### src/hw/rtl/bgd_pkg.sv
`default_nettype none
package bgd_pkg;

  localparam int unsigned TimeW = 32;
  localparam int unsigned CfgW = 16;
  localparam int unsigned InDataW = 40;
  localparam int unsigned OutDataW = 8;
  localparam int unsigned AddrW = 3;

  localparam logic [CfgW-1:0] WindowReset = 16'd300;
  localparam logic [CfgW-1:0] HoldReset = 16'd600;

  // register index, taken from paddr[2]
  localparam logic RegWindow = 1'b0;
  localparam logic RegHold = 1'b1;

  typedef struct packed {
    logic [CfgW-1:0] window;
    logic [CfgW-1:0] hold;
  } cfg_t;

  typedef struct packed {
    logic [TimeW-1:0] time_now;
    logic button_level;
  } sample_t;

  typedef struct packed {
    logic hold_release_event;
    logic hold_start_event;
    logic double_click_event;
    logic click_event;
    logic release_event;
    logic press_event;
  } events_t;

endpackage
`default_nettype wire

### src/hw/rtl/bgd_cfg_regs.sv
`default_nettype none
module bgd_cfg_regs (
  input  wire logic clk,
  input  wire logic rst,
  input  wire logic psel,
  input  wire logic penable,
  input  wire logic pwrite,
  input  wire logic [bgd_pkg::AddrW-1:0] paddr,
  input  wire logic [31:0] pwdata,
  output logic [31:0] prdata,
  output logic pready,
  output bgd_pkg::cfg_t cfg
);

  logic wr_en;

  assign pready = 1'b1;
  assign wr_en = psel & penable & pwrite;

  always_ff @(posedge clk) begin
    if (rst) begin
      cfg.window <= bgd_pkg::WindowReset;
      cfg.hold <= bgd_pkg::HoldReset;
    end else if (wr_en) begin
      unique case (paddr[2])
        bgd_pkg::RegWindow: cfg.window <= pwdata[bgd_pkg::CfgW-1:0];
        bgd_pkg::RegHold: cfg.hold <= pwdata[bgd_pkg::CfgW-1:0];
        default: ;
      endcase
    end
  end

  always_comb begin
    unique case (paddr[2])
      bgd_pkg::RegWindow: prdata = {16'd0, cfg.window};
      bgd_pkg::RegHold: prdata = {16'd0, cfg.hold};
      default: prdata = '0;
    endcase
  end

endmodule
`default_nettype wire

### src/hw/rtl/bgd_in_stage.sv
`default_nettype none
module bgd_in_stage (
  input  wire logic clk,
  input  wire logic rst,
  input  wire logic s_tvalid,
  output logic s_tready,
  input  wire logic [bgd_pkg::InDataW-1:0] s_tdata,
  input  wire logic advance,
  output logic item_valid,
  output bgd_pkg::sample_t item
);

  logic take;

  assign s_tready = !item_valid || advance;
  assign take = s_tvalid && s_tready;

  always_ff @(posedge clk) begin
    if (rst) begin
      item_valid <= 1'b0;
    end else if (take) begin
      item_valid <= 1'b1;
    end else if (advance) begin
      item_valid <= 1'b0;
    end
  end

  always_ff @(posedge clk) begin
    if (take) begin
      item.button_level <= s_tdata[0];
      item.time_now <= s_tdata[bgd_pkg::TimeW:1];
    end
  end

endmodule
`default_nettype wire

### src/hw/rtl/bgd_eval.sv
`default_nettype none
module bgd_eval (
  input  wire logic clk,
  input  wire logic rst,
  input  wire bgd_pkg::cfg_t cfg,
  input  wire logic item_valid,
  input  wire bgd_pkg::sample_t item,
  output logic advance,
  output logic m_tvalid,
  input  wire logic m_tready,
  output logic [bgd_pkg::OutDataW-1:0] m_tdata
);

  logic last_level;
  logic holding;
  logic awaiting_second;
  logic [bgd_pkg::TimeW-1:0] press_time;
  logic [bgd_pkg::TimeW-1:0] release_time;
  bgd_pkg::events_t result;

  logic last_level_next;
  logic holding_next;
  logic awaiting_next;
  logic [bgd_pkg::TimeW-1:0] press_time_next;
  logic [bgd_pkg::TimeW-1:0] release_time_next;
  bgd_pkg::events_t ev;

  logic [bgd_pkg::TimeW-1:0] since_release;
  logic [bgd_pkg::TimeW-1:0] since_press;
  logic expired;
  logic hold_reached;
  logic aw_live;

  assign advance = item_valid && (!m_tvalid || m_tready);

  assign since_release = item.time_now - release_time;
  assign since_press = item.time_now - press_time;
  assign expired = since_release > {16'd0, cfg.window};
  assign hold_reached = since_press >= {16'd0, cfg.hold};
  assign aw_live = awaiting_second && !expired;

  always_comb begin
    ev = '0;
    last_level_next = item.button_level;
    holding_next = holding;
    awaiting_next = aw_live;
    press_time_next = press_time;
    release_time_next = release_time;
    ev.click_event = awaiting_second && expired;
    if (item.button_level != last_level) begin
      if (item.button_level) begin
        press_time_next = item.time_now;
        ev.press_event = 1'b1;
      end else begin
        ev.release_event = 1'b1;
        if (holding) begin
          holding_next = 1'b0;
          ev.hold_release_event = 1'b1;
          awaiting_next = 1'b0;
        end else if (aw_live) begin
          ev.double_click_event = 1'b1;
          awaiting_next = 1'b0;
        end else begin
          awaiting_next = 1'b1;
          release_time_next = item.time_now;
        end
      end
    end else if (last_level && !holding && hold_reached) begin
      holding_next = 1'b1;
      ev.hold_start_event = 1'b1;
      awaiting_next = 1'b0;
    end
  end

  always_ff @(posedge clk) begin
    if (rst) begin
      last_level <= 1'b0;
      holding <= 1'b0;
      awaiting_second <= 1'b0;
      press_time <= '0;
      release_time <= '0;
      m_tvalid <= 1'b0;
    end else begin
      if (advance) begin
        last_level <= last_level_next;
        holding <= holding_next;
        awaiting_second <= awaiting_next;
        press_time <= press_time_next;
        release_time <= release_time_next;
        m_tvalid <= 1'b1;
      end else if (m_tready) begin
        m_tvalid <= 1'b0;
      end
    end
  end

  always_ff @(posedge clk) begin
    if (advance) begin
      result <= ev;
    end
  end

  assign m_tdata = {2'b00, result};

endmodule
`default_nettype wire

### src/hw/rtl/button_gesture_detector.sv
// button gesture detector
// s_* channel: one request per button sample, tdata = {time_now, button_level}
// in bits [32:1] and [0]; time_now is a free-running ms count that wraps
// m_* channel: one result per sample, six event pulses in tdata bits [5:0]:
// press, release, click, double click, hold start, hold release
// apb port: register 0 at 0x0 is the double-click window (reset 300 ms),
// register 1 at 0x4 is the hold threshold (reset 600 ms); write only while idle
// latency: two cycles from an accepted sample to its result on m_*, one cycle
// in the input register and one in the result register
// throughput: one sample per cycle; the state update for a sample happens in
// the same cycle that its result is registered, so samples may be back to back
// reset clears the state (level released, no hold, no pending click, both
// time stamps zero), restores the register defaults and empties both stages
// when m_tready is low the result holds, the input register still takes one
// more sample, and s_tready then drops until the result is taken
`default_nettype none
module button_gesture_detector (
  input  wire logic clk,
  input  wire logic rst,
  input  wire logic s_tvalid,
  output logic s_tready,
  input  wire logic [bgd_pkg::InDataW-1:0] s_tdata, // button_level, time_now
  output logic m_tvalid,
  input  wire logic m_tready,
  // press, release, click, double_click, hold_start, hold_release events
  output logic [bgd_pkg::OutDataW-1:0] m_tdata,
  input  wire logic psel,
  input  wire logic penable,
  input  wire logic pwrite,
  input  wire logic [bgd_pkg::AddrW-1:0] paddr,
  input  wire logic [31:0] pwdata,
  output logic [31:0] prdata,
  output logic pready
);

  bgd_pkg::cfg_t cfg;
  bgd_pkg::sample_t item;
  logic item_valid;
  logic advance;

  bgd_cfg_regs u_cfg (
    .clk(clk),
    .rst(rst),
    .psel(psel),
    .penable(penable),
    .pwrite(pwrite),
    .paddr(paddr),
    .pwdata(pwdata),
    .prdata(prdata),
    .pready(pready),
    .cfg(cfg)
  );

  bgd_in_stage u_in (
    .clk(clk),
    .rst(rst),
    .s_tvalid(s_tvalid),
    .s_tready(s_tready),
    .s_tdata(s_tdata),
    .advance(advance),
    .item_valid(item_valid),
    .item(item)
  );

  bgd_eval u_eval (
    .clk(clk),
    .rst(rst),
    .cfg(cfg),
    .item_valid(item_valid),
    .item(item),
    .advance(advance),
    .m_tvalid(m_tvalid),
    .m_tready(m_tready),
    .m_tdata(m_tdata)
  );

endmodule
`default_nettype wire

### config.mk
export PLATFORM = sky130hd
export DESIGN_NAME = button_gesture_detector
export DESIGN_NICKNAME = d
export VERILOG_FILES = /design/src/hw/rtl/bgd_pkg.sv /design/src/hw/rtl/bgd_cfg_regs.sv /design/src/hw/rtl/bgd_in_stage.sv /design/src/hw/rtl/bgd_eval.sv /design/src/hw/rtl/button_gesture_detector.sv
export SDC_FILE = /design/constraint.sdc
export NUM_CORES = 1
export LEC_CHECK = 0
export BUFFER_PORTS_ARGS = -buffer_cell sky130_fd_sc_hd__buf_2
export CAP_MARGIN = 25
export CORE_UTILIZATION = 33
export CTS_CLUSTER_DIAMETER = 200
export DETAILED_ROUTE_END_ITERATION = 12
export GPL_TIMING_DRIVEN = 0
export SLEW_MARGIN = 20
export SYNTH_ARGS = -nofsm -noshare
export SYNTH_HDL_FRONTEND = slang
export SYNTH_HIERARCHICAL = 1
export SYNTH_SLANG_ARGS = --single-unit
### constraint.sdc
create_clock -name clk -period 4.45 [get_ports clk]
set_clock_uncertainty 0.2 [all_clocks]
set_input_delay 0.6675 -clock clk [delete_from_list [all_inputs] [get_ports clk]]
set_output_delay 0.6675 -clock clk [all_outputs]
set_load 0.1 [all_outputs]
==> results.sh <==
export IMPL_tightest_slew_ns=1.01
export IMPL_cts_buffers_inserted=17
export IMPL_grt_antenna_before_repair=0
export IMPL_timing_final_crit_share_pct=107
export IMPL_synth_xor_area_share_pct=3.32
export IMPL_hp_class="input port to flop"
export IMPL_gp_congestion=0.874
export IMPL_hpwl_um=23500
export IMPL_grt_pass1_wl_um=47300
export IMPL_root_buffer="clkbuf_16"
export IMPL_drv_slew=0
export IMPL_worstSetupPathType="flop to flop"
export IMPL_die_width_um=181
export IMPL_synth_seq_cells=140
export IMPL_coreArea_mm2=0.0315
export IMPL_cts_max_level=4
export IMPL_muxShareOfSynthArea_pct=5.60
export IMPL_synth_area_leaders="dfxtp_1 19%, ha_1 11%, edfxtp_1 11%"
export IMPL_yosysTopAreaCellShare_pct=19.2
export IMPL_yosys_area_top_type="dfxtp_1"
export IMPL_rsz0062_at_grt="yes"
export IMPL_max_cap_violations=0
export IMPL_worstPathRequired_ns=4.58
export IMPL_mappedNetlistArea_mm2=0.0105
export IMPL_worstSetupStartpointType="flop"
export IMPL_vias_per_cell=5.28
export IMPL_fillers=3103
export IMPL_dieArea_mm2=0.0327
export IMPL_overflow=0
export IMPL_period_minus_slack_ns=4.75
export IMPL_finalSetupViolCount=36
export IMPL_fin_ws_ns=-0.300
export IMPL_layout_commonest_cell="a21oi_1"
export IMPL_p_leak_uw=0.00493
export IMPL_postRouteAntennaNets=0
export IMPL_clock_fmax_mhz=211
export IMPL_area_growth_pct=23.0
export IMPL_grt_max_degree=34
export IMPL_tns_ns=-8.21
export IMPL_nets=1607
export IMPL_synth_adder_area_share_pct=11.7
export IMPL_die_h_um=181
export IMPL_clock_sinks=140
export IMPL_portBuffers=80
export IMPL_io_pins=125
export IMPL_grt_pass1_vias=8969
export IMPL_end_kind="flop"
export IMPL_p_per_area_mw_per_mm2=300
export IMPL_yosysWarnings=6
export IMPL_synthSimpleGateAreaFrac_pct=19.6
export IMPL_wl_per_cell_um=16.7
export IMPL_syn_avg_cell_area_um2=8.23
export IMPL_cts_buffer_depth=2
export IMPL_path_max_fanout=8
export IMPL_maxSlewHeadroom_pct=32.3
export IMPL_final_cell_mix="133 x a21oi_1, 121 x nand2_1, 107 x inv_1"
export IMPL_synth_ff_type="dfxtp_1"
export IMPL_hold_viol_final=0
export IMPL_synth_compound_area_share_pct=21.2
export IMPL_grt_use_total_pct=18.3
export IMPL_drt_total_wl_um=30800
export IMPL_tritoncts="built"
export IMPL_final_core_util_pct=41.2
export IMPL_firstDrtPassIters=5
export IMPL_async_flop_share_pct=0
export IMPL_syn_inst=1280
export IMPL_synth_edf_count=39
export IMPL_drc=0
export IMPL_synth_cell_types=88
export IMPL_drtIter0Drc=546
export IMPL_synth_top_family_by_area="compound AO/OA/AOI/OAI gates"
export IMPL_antenna_cells=0
export IMPL_violations="negative setup slack"
export IMPL_start_util_pct=33.5
export IMPL_worst_ir_drop_vdd_mv=0.274
export IMPL_ys_seq_area_share_pct=30.3
export IMPL_clk_latency_ns=0.43
export IMPL_placementRows=65
export IMPL_layout_drive_gt1_share_pct=23.3
export IMPL_arrival_ns=4.88
export IMPL_vias=9726
export IMPL_status="finished with violations"
export IMPL_clk_pin_slew_worst_paths_ns=0.07
[logic make-up after synthesis]
kind of cell / Yosys count
AOI/OAI and AO/OA: 352
xor gates and xnor gates: 40
adders and majority gates: 97
buffers and inverters: 189
DFF: 140
muxes: 57
other: 3
and+or+nand+nor: 402
[worst paths after layout]
| kind | cells past startpoint | slack [ns] | startpoint | endpoint |
|---|---|---|---|---|
| max | 23 | -0.30 | u_in/item[1] | u_eval/awaiting_second |
| min | 1 | 0.20 | s_tdata[11] | u_in/item[11] |
| max reg2reg | 23 | -0.30 | u_in/item[1] | u_eval/awaiting_second |
| min reg2reg | 2 | 0.25 | u_eval/press_time[21] | u_eval/press_time[21] |
[flip-flops by register name (all words and copies together), names as in the netlist]
signal / flops
u_eval/release_time: 32
u_in/item_valid: 1
u_eval/m_tvalid: 1
u_eval/m_tdata: 6
u_eval/holding: 1
u_in/item: 33
u_cfg/cfg: 32
u_eval/press_time: 32
u_eval/awaiting_second: 1
u_eval/last_level: 1
[per-layer routing]
layer	track usage, %	routed length (um)	vias to the layer above
met4	6.39	729	0
met1	23.8	14100	4630
li1	-	-	4823
met5	0	0	-
met3	2.62	1220	39
met2	30.7	14700	234
[cell type report]
cell class                      count  area [um2]  area share (%)
Multi-Input combinational cell    967        7140            55.0
Sequential cell                   140        3190            24.6
Timing Repair Buffer              116         708            5.46
Tap cell                          402         503            3.88
Buffer                             77         468            3.61
Clock buffer                       21         450            3.47
Inverter                          109         409            3.16
Clock inverter                     11        96.3           0.743
[synthesized netlist by cell type, drive strengths merged, types with 3 or more instances]
cell	number
a2111oi	4
nor2	65
nand2	124
o21a	15
o211ai	8
a21oi	144
o41ai	3
a221o	4
nor3	22
or2	5
clkbuf	37
and4	6
o2111ai	4
conb	3
dfxtp	101
a211o	4
edfxtp	39
xor2	16
ha	95
nand4	27
mux2	16
and3b	3
a21o	26
buf	43
o21ai	73
nor4	6
a221oi	4
o211a	4
or3	7
o21bai	7
nand3	49
nand2b	55
a31oi	15
a211oi	11
mux2i	41
nor2b	9
and2	7
inv	109
and3	7
xnor2	24
[what timing repair did]
item,in CTS,in global routing
buffers inserted,19,11
endpoints found under the setup margin,37,37
hold endpoints to repair,0,0
hold buffers,0,0
cloned,5,1
pin swaps,30,58
gates resized for setup,44,105
[stage by stage]
step	power [uW]	cell area [um2]	cells	hold slack (ns)	setup WS [ns]
finish	3900	13000	1843	0.203	-0.300
floorplan	2230	10600	1296	0.236	0.0616
CTS	3850	12400	1831	0.192	-0.345
detailed placement	2480	11500	1778	0.248	-0.850
global placement	2470	11500	1778	0.241	-0.889
global route	4080	13000	1843	0.187	-0.506
[critical path: stages (launching register included)]
cell and delay (ns):
edfxtp_1 0.40, inv_2 0.07, buf_4 0.14, buf_6 0.11
ha_4 0.17, fa_2 0.39, nand2b_4 0.16, a21oi_4 0.18
nor2_4 0.06, nor2_2 0.07, a31oi_1 0.09, xnor2_1 0.23
ha_1 0.29, nand2_2 0.09, nor2_2 0.05, a211oi_2 0.16
nor2_2 0.08, o41ai_4 0.41, o2111ai_2 0.22, nor4_4 0.20
buf_4 0.19, nand4_4 0.22, mux2i_1 0.21, o41ai_2 0.28
[power breakdown]
| part | internal, uW | leakage (uW) | total [uW] | switching (uW) |
|---|---|---|---|---|
| clock network | 780 | 0.000255 | 1330 | 555 |
| logic | 425 | 0.00348 | 1140 | 715 |
| registers | 1360 | 0.00119 | 1420 | 56.2 |
| total | 2570 | 0.00493 | 3900 | 1330 |
(Power assumes the default switching activity.)
